File: src/rtl/lvp_pkg.sv
package lvp_pkg;

  // Default configuration
  localparam int LVP_LENGTH_BITS = 16;
  localparam int LVP_QUEUE_DEPTH = 4;

  // Parser phase
  typedef enum logic [1:0] {
    PH_IDLE     = 2'd0,
    PH_HEADER   = 2'd1,
    PH_FINISHED = 2'd2
  } lvp_phase_t;

  // Result kinds
  typedef enum logic [1:0] {
    KIND_ENTRY = 2'd0,
    KIND_DONE  = 2'd1,
    KIND_ERROR = 2'd2
  } lvp_kind_t;

  // Error codes
  localparam logic [1:0] ERR_NONE    = 2'd0;
  localparam logic [1:0] ERR_SHORT   = 2'd1;
  localparam logic [1:0] ERR_HEADER  = 2'd2;
  localparam logic [1:0] ERR_OVERRUN = 2'd3;

  // Results of one input transaction; two is set when a done follows the entry
  typedef struct packed {
    lvp_kind_t   kind;
    logic [14:0] index;
    logic [15:0] offset;
    logic [15:0] size;
    logic [16:0] consumed;
    logic [1:0]  err;
    logic        two;
  } lvp_bundle_t;

  // Round a 16-bit length up to a multiple of 4
  function automatic logic [16:0] align4(input logic [15:0] v);
    logic [16:0] s;
    s = {1'b0, v} + 17'd3;
    return {s[16:2], 2'b00};
  endfunction

endpackage

File: src/rtl/lvp_front.sv
module lvp_front
  import lvp_pkg::*;
#(
  parameter int LENGTH_BITS = LVP_LENGTH_BITS
) (
  input  logic        clk,
  input  logic        rst,
  input  logic        cfg_wr_en,
  input  logic        cfg_wr_data,
  input  logic        accept,
  input  logic [7:0]  data_byte,
  input  logic        region_start,
  input  logic [15:0] region_length,
  output logic        push,
  output lvp_bundle_t push_data
);

  lvp_phase_t             phase, phase_next;
  logic                   little_endian;
  logic [15:0]            byte_position, byte_position_next;
  logic [LENGTH_BITS-1:0] total_length, total_length_next;
  logic [16:0]            next_offset, next_offset_next;
  logic [7:0]             held_byte, held_byte_next;
  logic [14:0]            slot_count, slot_count_next;

  logic [31:0]            len_wide;
  logic [31:0]            total_wide;
  logic [LENGTH_BITS-1:0] len_masked;
  logic [15:0]            word;
  logic [14:0]            slot;
  logic [16:0]            hdr_aligned;
  logic [16:0]            size_aligned;
  logic [17:0]            offset_sum;
  logic [31:0]            entry_end;

  assign len_wide     = 32'(region_length);
  assign len_masked   = len_wide[LENGTH_BITS-1:0];
  assign total_wide   = 32'(total_length);
  assign word         = little_endian ? {data_byte, held_byte} : {held_byte, data_byte};
  assign slot         = byte_position[15:1];
  assign hdr_aligned  = align4(word);
  assign size_aligned = align4(word);
  assign offset_sum   = {1'b0, next_offset} + {1'b0, size_aligned};
  assign entry_end    = 32'(next_offset) + 32'(word);

  // Hold the endianness register
  always_ff @(posedge clk) begin
    if (rst) begin
      little_endian <= 1'b1;
    end else if (cfg_wr_en) begin
      little_endian <= cfg_wr_data;
    end
  end

  // Advance parser state
  always_ff @(posedge clk) begin
    if (rst) begin
      phase         <= PH_IDLE;
      byte_position <= '0;
      total_length  <= '0;
      next_offset   <= '0;
      held_byte     <= '0;
      slot_count    <= '0;
    end else begin
      phase         <= phase_next;
      byte_position <= byte_position_next;
      total_length  <= total_length_next;
      next_offset   <= next_offset_next;
      held_byte     <= held_byte_next;
      slot_count    <= slot_count_next;
    end
  end

  // Classify the byte and build its results
  always_comb begin
    phase_next         = phase;
    byte_position_next = byte_position;
    total_length_next  = total_length;
    next_offset_next   = next_offset;
    held_byte_next     = held_byte;
    slot_count_next    = slot_count;
    push               = 1'b0;
    push_data          = '0;
    if (accept) begin
      if (region_start) begin
        total_length_next  = len_masked;
        byte_position_next = '0;
        next_offset_next   = '0;
        held_byte_next     = '0;
        slot_count_next    = '0;
        phase_next         = PH_HEADER;
        if (32'(len_masked) < 32'd4) begin
          push           = 1'b1;
          push_data.kind = KIND_ERROR;
          push_data.err  = ERR_SHORT;
          phase_next     = PH_FINISHED;
        end else begin
          // first byte of the region is always the low position
          held_byte_next     = data_byte;
          byte_position_next = 16'd1;
        end
      end else begin
        unique case (phase)
          PH_HEADER: begin
            byte_position_next = byte_position + 16'd1;
            if (!byte_position[0]) begin
              held_byte_next = data_byte;
            end else if (slot == 15'd0) begin
              // header length word
              if (word == 16'd0) begin
                push               = 1'b1;
                push_data.kind     = KIND_DONE;
                push_data.consumed = 17'd4;
                phase_next         = PH_FINISHED;
              end else if (32'(word) > total_wide || word[0]) begin
                push           = 1'b1;
                push_data.kind = KIND_ERROR;
                push_data.err  = ERR_HEADER;
                phase_next     = PH_FINISHED;
              end else begin
                slot_count_next  = word[15:1];
                next_offset_next = hdr_aligned;
                if (word[15:1] == 15'd1) begin
                  push               = 1'b1;
                  push_data.kind     = KIND_DONE;
                  push_data.consumed = hdr_aligned;
                  phase_next         = PH_FINISHED;
                end
              end
            end else begin
              // entry size word
              push = 1'b1;
              if (entry_end > total_wide) begin
                push_data.kind = KIND_ERROR;
                push_data.err  = ERR_OVERRUN;
                phase_next     = PH_FINISHED;
              end else begin
                push_data.kind   = KIND_ENTRY;
                push_data.index  = slot - 15'd1;
                push_data.offset = next_offset[15:0];
                push_data.size   = word;
                next_offset_next = offset_sum[16:0];
                if (({1'b0, slot} + 16'd1) >= {1'b0, slot_count}) begin
                  push_data.two      = 1'b1;
                  push_data.consumed = offset_sum[16:0];
                  phase_next         = PH_FINISHED;
                end
              end
            end
          end
          default: begin
            // drop bytes outside an open header
          end
        endcase
      end
    end
  end

endmodule

File: src/rtl/lvp_queue.sv
module lvp_queue
  import lvp_pkg::*;
#(
  parameter int DEPTH = LVP_QUEUE_DEPTH
) (
  input  logic        clk,
  input  logic        rst,
  input  logic        push,
  input  lvp_bundle_t push_data,
  input  logic        pop,
  output lvp_bundle_t pop_data,
  output logic        full,
  output logic        empty
);

  localparam int PW = (DEPTH > 1) ? $clog2(DEPTH) : 1;
  localparam int CW = $clog2(DEPTH + 1);

  lvp_bundle_t   slots [DEPTH];
  logic [PW-1:0] wr_ptr, rd_ptr;
  logic [CW-1:0] count;
  logic          do_push, do_pop;

  assign full     = (count == CW'(DEPTH));
  assign empty    = (count == '0);
  assign do_push  = push && !full;
  assign do_pop   = pop && !empty;
  assign pop_data = slots[rd_ptr];

  // Write the incoming transaction
  always_ff @(posedge clk) begin
    if (do_push) begin
      slots[wr_ptr] <= push_data;
    end
  end

  // Advance pointers and occupancy
  always_ff @(posedge clk) begin
    if (rst) begin
      wr_ptr <= '0;
      rd_ptr <= '0;
      count  <= '0;
    end else begin
      if (do_push) begin
        wr_ptr <= (wr_ptr == PW'(DEPTH - 1)) ? '0 : wr_ptr + PW'(1);
      end
      if (do_pop) begin
        rd_ptr <= (rd_ptr == PW'(DEPTH - 1)) ? '0 : rd_ptr + PW'(1);
      end
      if (do_push && !do_pop) begin
        count <= count + CW'(1);
      end else if (do_pop && !do_push) begin
        count <= count - CW'(1);
      end
    end
  end

endmodule

File: src/rtl/lvp_back.sv
module lvp_back
  import lvp_pkg::*;
(
  input  logic        clk,
  input  logic        rst,
  input  lvp_bundle_t head,
  input  logic        empty,
  output logic        pop,
  output logic        out_valid,
  input  logic        out_stall,
  output logic [1:0]  result_kind,
  output logic [14:0] entry_index,
  output logic [15:0] entry_offset,
  output logic [15:0] entry_size,
  output logic [16:0] consumed_bytes,
  output logic [1:0]  error_code,
  output logic        last_result
);

  logic second;
  logic load;
  logic first_of_two;

  assign load         = (!out_valid || !out_stall) && !empty;
  assign first_of_two = head.two && !second;
  assign pop          = load && !first_of_two;

  // Track which half of a two-result transaction goes out next
  always_ff @(posedge clk) begin
    if (rst) begin
      out_valid <= 1'b0;
      second    <= 1'b0;
    end else begin
      if (load) begin
        out_valid <= 1'b1;
        second    <= first_of_two;
      end else if (!out_stall) begin
        out_valid <= 1'b0;
      end
    end
  end

  // Load the output register
  always_ff @(posedge clk) begin
    if (load) begin
      if (second) begin
        result_kind    <= KIND_DONE;
        entry_index    <= '0;
        entry_offset   <= '0;
        entry_size     <= '0;
        consumed_bytes <= head.consumed;
        error_code     <= ERR_NONE;
        last_result    <= 1'b1;
      end else begin
        result_kind    <= head.kind;
        entry_index    <= head.index;
        entry_offset   <= head.offset;
        entry_size     <= head.size;
        consumed_bytes <= head.two ? 17'd0 : head.consumed;
        error_code     <= head.err;
        last_result    <= !head.two;
      end
    end
  end

endmodule

File: src/rtl/length_vector_parser.sv
// Results are written to the result queue as bytes are accepted, then to the
// output register. Throughput: one byte per cycle without in_stall; one result
// per cycle at the output without out_stall, so a header's last entry (entry plus
// done) is two results, absorbed by the queue. in_stall rises only while the
// result queue is full. Reset (rst, synchronous, active high) empties the queue
// and output, sets the parser idle and little_endian to 1.
module length_vector_parser
  import lvp_pkg::*;
#(
  parameter int LENGTH_BITS = LVP_LENGTH_BITS,
  parameter int QUEUE_DEPTH = LVP_QUEUE_DEPTH
) (
  input  logic        clk,
  input  logic        rst,
  input  logic        cfg_wr_en,
  input  logic        cfg_wr_data,
  input  logic        in_valid,
  output logic        in_stall,
  input  logic [7:0]  data_byte,
  input  logic        region_start,
  input  logic [15:0] region_length,
  output logic        out_valid,
  input  logic        out_stall,
  output logic [1:0]  result_kind,
  output logic [14:0] entry_index,
  output logic [15:0] entry_offset,
  output logic [15:0] entry_size,
  output logic [16:0] consumed_bytes,
  output logic [1:0]  error_code,
  output logic        last_result
);

  lvp_bundle_t push_data, head;
  logic        push, pop, full, empty;
  logic        accept;

  assign in_stall = full;
  assign accept   = in_valid && !in_stall;

  // Accept and classify bytes
  lvp_front #(
    .LENGTH_BITS(LENGTH_BITS)
  ) u_front (
    .clk          (clk),
    .rst          (rst),
    .cfg_wr_en    (cfg_wr_en),
    .cfg_wr_data  (cfg_wr_data),
    .accept       (accept),
    .data_byte    (data_byte),
    .region_start (region_start),
    .region_length(region_length),
    .push         (push),
    .push_data    (push_data)
  );

  // Buffer results between the two sides
  lvp_queue #(
    .DEPTH(QUEUE_DEPTH)
  ) u_queue (
    .clk      (clk),
    .rst      (rst),
    .push     (push),
    .push_data(push_data),
    .pop      (pop),
    .pop_data (head),
    .full     (full),
    .empty    (empty)
  );

  // Emit the results of each transaction one at a time
  lvp_back u_back (
    .clk           (clk),
    .rst           (rst),
    .head          (head),
    .empty         (empty),
    .pop           (pop),
    .out_valid     (out_valid),
    .out_stall     (out_stall),
    .result_kind   (result_kind),
    .entry_index   (entry_index),
    .entry_offset  (entry_offset),
    .entry_size    (entry_size),
    .consumed_bytes(consumed_bytes),
    .error_code    (error_code),
    .last_result   (last_result)
  );

endmodule

File: config.mk
export PLATFORM = sky130hd
export DESIGN_NAME = length_vector_parser
export DESIGN_NICKNAME = d
export VERILOG_FILES = /design/src/rtl/lvp_pkg.sv /design/src/rtl/lvp_front.sv /design/src/rtl/lvp_queue.sv /design/src/rtl/lvp_back.sv /design/src/rtl/length_vector_parser.sv
export SDC_FILE = /design/constraint.sdc
export NUM_CORES = 1
export LEC_CHECK = 0
export ABC_AREA = 0
export BUFFER_PORTS_ARGS = -buffer_cell sky130_fd_sc_hd__buf_4
export CORE_ASPECT_RATIO = 0.8
export CORE_MARGIN = 2
export CORE_UTILIZATION = 50
export DETAILED_ROUTE_END_ITERATION = 7
export PLACE_DENSITY = 0.77
export SYNTH_ARGS = -nofsm -noshare
export SYNTH_HDL_FRONTEND = slang
export SYNTH_SLANG_ARGS = --single-unit
File: constraint.sdc
create_clock -name clk -period 6.73 [get_ports clk]
set_input_delay 1.346 -clock clk [delete_from_list [all_inputs] [get_ports clk]]
set_output_delay 1.346 -clock clk [all_outputs]
set_load 0.01 [all_outputs]
* Yosys cells after proc, flatten, opt, wreduce, memory -nomap -nowiden
Memory sizes are Yosys's and may differ from the RTL's. A register that Yosys moved wholly into a read port is not among the register bits. Cells that the tools add are included.
Storage, ports and cells: bits in read-only memories 0, bits in registers 153, memory bits (writable) 276, input bits 31, memories 1, bits in latches 0, logic and storage cells 159, output and inout port bits 71
Operators by class: order comparisons 4, shift operators 0, divide/modulo/power cells 0, $add $sub $neg 10, reductions and logical operators 33, eq/ne operators 13, bitwise gates (word level) 0, multipliers 0, mux-type cells 79
Memories:
- u_queue.slots | words 4, width 69, rd ports 1, clocked after memory_dff 1, wr ports 1, RTL line lvp_queue.sv:19 | lvp_bundle_t slots [DEPTH];
Operators by type and width (number):
- $mux 17 | 13
- $mux 69 | 3
- $mux 64 | 2
- $mux 15 | 6
- $mux 16 | 3
- $mux 2 | 24
- $mux 47 | 1
- $gt 32x16->1 | 1
- $mux 8 | 4
- $mux 1 | 20
- $mux 19 | 1
- $add 17x16->18 | 1
- $add 16x2->17 const B | 1
- $add 17x17->17 | 1
- $add 15x1->16 const B | 1
- $add 16x1->16 const B | 1
- $ge 16x15->1 | 1
- $gt 16x16->1 | 1
- $logic_not 16->1 | 1
- $lt 16x3->1 const B | 1
- $eq 15x1->1 const B | 1
- $logic_not 15->1 | 1
- $sub 15x1->15 const B | 1
- $reduce_and 6->1 | 2
- 21 further kinds | 47

* Depth between registers and ports, before layout
depth in word-level cells 15, mapped depth 25, gate-level depth less buffers 21

* By module
A second synthesis with hierarchy kept.
Second synthesis, totals: cell total of the unflattened synthesis 1502, area, all modules 20071.8 sq um
By module, submodules not included:
- lvp_queue | cells each 411, area each 10435.0 sq um, instances 1
- lvp_front | cells each 936, area each 6988.0 sq um, instances 1
- lvp_back | cells each 154, area each 2635.0 sq um, instances 1
- length_vector_parser | cells each 1, area each 13.8 sq um, instances 1

* Worst setup path before layout
OpenSTA, ideal clock, no wires.
kind input to register, from input out_stall, to register u_queue.count[2], buffers on the path 0, slack 202 ps, data arrival time 6457 ps, data required time 6660 ps, cell stages on the path 8, path through a21oi_1 nand2_1 ha_1 inv_1 fa_1 xor2_1 or3_1 a21oi_1
On the way: word-level cells in the longest chain between the ends 8
RTL lines:
- start, declared | RTL line length_vector_parser.sv:23 | input logic out_stall,
- $logic_not 1->1 (*) | RTL line lvp_back.sv:24 | assign load = (!out_valid || !out_stall) && !empty;
- $logic_or 1x1->1 (*) | RTL line lvp_back.sv:24
- $logic_and 1x1->1 (*) | RTL line lvp_back.sv:24
- $logic_and 1x1->1 (*) | RTL line lvp_back.sv:26 | assign pop = load && !first_of_two;
- $logic_and 1x1->1 (*) | RTL line lvp_queue.sv:27 | assign do_pop = pop && !empty;
- $logic_not 1->1 | RTL line lvp_queue.sv:50 | if (do_push && !do_pop) begin
- $logic_and 1x1->1 | RTL line lvp_queue.sv:50
- $mux 3 / $reduce_bool 2->1 (equally long branches)
- end signal, assigned | RTL line lvp_queue.sv:51 | count <= count + CW'(1);
- end signal, assigned | RTL line lvp_queue.sv:53 | count <= count - CW'(1);
- end, declared | RTL line lvp_queue.sv:21 | logic [CW-1:0] count;
Every way passes the cells marked *; elsewhere a longest branch is shown, timed or not. A chain may end at the register's enable or synchronous reset.

==> impl_metrics.toml <==
[outcome]
status = "finished clean"

[route]
drt_pre_antenna_iters = 5
routed_wl_mm = 45.1
drc = 0
drt.antenna.violating_nets = 0
wire_per_inst_um = 21.1
drtIter0Drc = 1299
routed-via-count = 12482
viasPerCell = 5.83

[clock_network]
cts.sinks = 415
clk_pin_slew_ps = 70
cts_buffers = 42
clk_path_buf_depth = 3
clock_latency_ps = 550
htreeDepth = 2
cts_resized = 0
postCtsSetupBuffers = 0
cts_hold_buf = 0
cts-root-buf = "clkbuf_16"
tritoncts = "done"

[global_route]
grt_pass1_vias = 12199
gr-total-overflow = 0
antenna_found_initial = 3
grt_max_degree = 71
grt_usage = 0.225
grt_pass1_wl_mm = 69.7

[logic_synthesis]
avgSynthCellArea_um2 = 12.9
seq_area_frac_synth = 0.599
synthTopCellsByCount = "331 x edfxtp_1, 182 x nor2_1, 85 x ha_1"
post-synth-top-count-cell = "edfxtp_1"
ys.flop_type = "edfxtp_1"
synth_cells = 1498
synth_area_leaders = "edfxtp_1 51%, dfxtp_1 8.7%, mux4_2 7.7%"
synth_cell_types = 61
yosys_warnings = 0
mappedNetlistArea_um2 = 19400
yosys.area.top_type_share = 0.512
yosys.area.top_type = "edfxtp_1"
synth_seq_cells = 415
synth_edf_count = 331
synthArstFlopShare = 0

[setup_path]
r2r-start = "u_front.little_endian"
crit_buf_inv = 2
critPathMaxFanout = 21
critPathMaxStageDelay_ps = 1040
r2r_end = "u_queue.slots[0][18]"
slowest_stage = "dfxtp_1"
r2r_slack_ps = 470
arrival_ps = 6600
crit_type = "reg2reg"
crit_path_end_kind = "flip-flop"
critPathTopFamily = "compound AO/OA/AOI/OAI gates"
cp-start-kind = "flip-flop"
cp.required_ps = 7070
r2r_cells = 19
path_cells = "mux2i_1 -> inv_1 -> ha_1 -> o21a_1 -> a21oi_1 -> o31ai_1 -> a211oi_1 -> a211oi_1 -> ha_1 -> nand4_1 -> nor2_1 -> a211o_1 -> a211oi_1 -> o221ai_1 -> nand2b_1 -> nor2_1 -> nand2_1 -> buf_4 -> nor2_1"

[placement]
portBuffers = 101
place_congestion = 0.902
dp_slack_ps = 528
placed_area_um2 = 20800
hpwl_mm = 29.9

[sta]
rsz0062_at_grt = "no"
slew_violations = 0
skew_ps = 21.0
period_minus_slack_ps = 6260
timing_hold_violations_final = 0
finalSetupViolations = 0
period_share = 0.930
tns_ps = 0
max_freq_mhz = 160
maxSlewHeadroom = 0.0828
holdWs_ps = 460
worstMarginPinSlew_ps = 1360
worst_slack_ps = 470

[power]
finalPower_w = 0.00693
ir_worst_vdd_v = 0.000663
power_density_nw_per_um2 = 314
leakage_nw = 7.60

[layout]
fillers = 3043
final_cell_area_um2 = 22100
seq_area_um2 = 11600
layout.nets = 1729
multi_input_area_um2 = 7250
drive_above_1_share = 0.165
areaGrowthSynthToFinish_pct = 14.0

[worst_hold_path]
hp-class = "reg2reg"
min_path_cells = 2
min_to = "u_front.total_length[10]"
hp-start = "u_front.total_length[10]"

[floorplanning]
fp.dieArea_um2 = 40400
pin_count = 102
rows = 64
fp.dieH_um = 180
core_um2 = 38300
floorplan.initialDensity = 0.507
dieWidth_um = 224

[flow_run]
cap_viol_max_count = 0
==> worst max-delay path by stage <==
stage / startpoint / to / slack (ps) / cells after the start
global route: u_front.little_endian / u_queue.slots[0][18] / 240 / 19
global placement: data_byte[4] / u_queue.slots[0][19] / 690 / 20
CTS: u_front.little_endian / u_queue.slots[0][18] / 760 / 19
floorplan: out_stall / u_queue.count[2] / 200 / 8
detailed placement: data_byte[4] / u_queue.slots[0][18] / 530 / 20
finish: u_front.little_endian / u_queue.slots[0][18] / 470 / 19
==> final cells by class <==
class                      count  area share
sequential                   415       0.526
antenna                        3    0.000340
clock inverter                25     0.00894
clock buffer                  51      0.0491
timing repair buffer         134      0.0478
multi-input combinational    950       0.328
inverter                      68      0.0115
tap                          495      0.0280
==> worst min-delay path, stage by stage (launching register included) <==
cell and delay [ps]:
dfxtp_1 310, nand2_1 50, a21oi_1 50
==> stage by stage <==
step,util,std cells
finish,0.577,2141
global route,0.577,2141
CTS,0.577,2138
detailed placement,0.544,2062
global placement,0.544,2062
floorplan,-,1502
==> report_power, final <==
group / switching, W / internal [W] / total, W
Combinational: 0.000881 / 0.000626 / 0.00151
Sequential: 0.000119 / 0.00310 / 0.00322
Clock: 0.000969 / 0.00123 / 0.00220
==> registers in the layout (all words and copies together), names as in the netlist, 8 cells and up, named ones only <==
register,flops
u_back.entry_size,16
u_back.entry_offset,15
u_back.consumed_bytes,16
u_queue.slots,264
u_front.held_byte,8
u_back.entry_index,15
u_front.slot_count,15
u_front.byte_position,16
u_front.total_length,16
u_front.next_offset,15
==> metal layers <==
layer  wire length [µm]  global-route usage  share of wire  vias to the layer above
met5                  0                   0              0                        -
met4                937              0.0625          0.021                        0
met3               3850              0.0533          0.085                       81
met2              20300               0.343           0.45                      516
met1              20000               0.325           0.44                     6138
li1                   -                   -              -                     5747
==> cell usage in the layout (no fill, tap or decap), types with 66 or more instances in the layout <==
| cell type | synthesis | routed |
|---|---|---|
| a21oi_1 | 84 | 83 |
| buf_4 | 5 | 130 |
| dfxtp_1 | 84 | 81 |
| edfxtp_1 | 331 | 331 |
| ha_1 | 85 | 85 |
| inv_1 | 68 | 68 |
| mux4_2 | 66 | 66 |
| nand2_1 | 69 | 69 |
| nor2_1 | 182 | 182 |
| nor2b_1 | 70 | 70 |
==> cells by family after synthesis <==
kind of cell / count (synthesis) / synth area share
AO/OA/AOI/OAI: 197 / 0.0637
XOR/XNOR: 71 / 0.0321
adder cells (fa/ha/maj): 87 / 0.0569
buffers and inverters: 137 / 0.0287
flip-flops: 415 / 0.599
multiplexers: 112 / 0.100
other: 1 / 0.000193
AND/OR/NAND/NOR: 478 / 0.119
No activity file was read; power rests on OpenSTA's default activity.
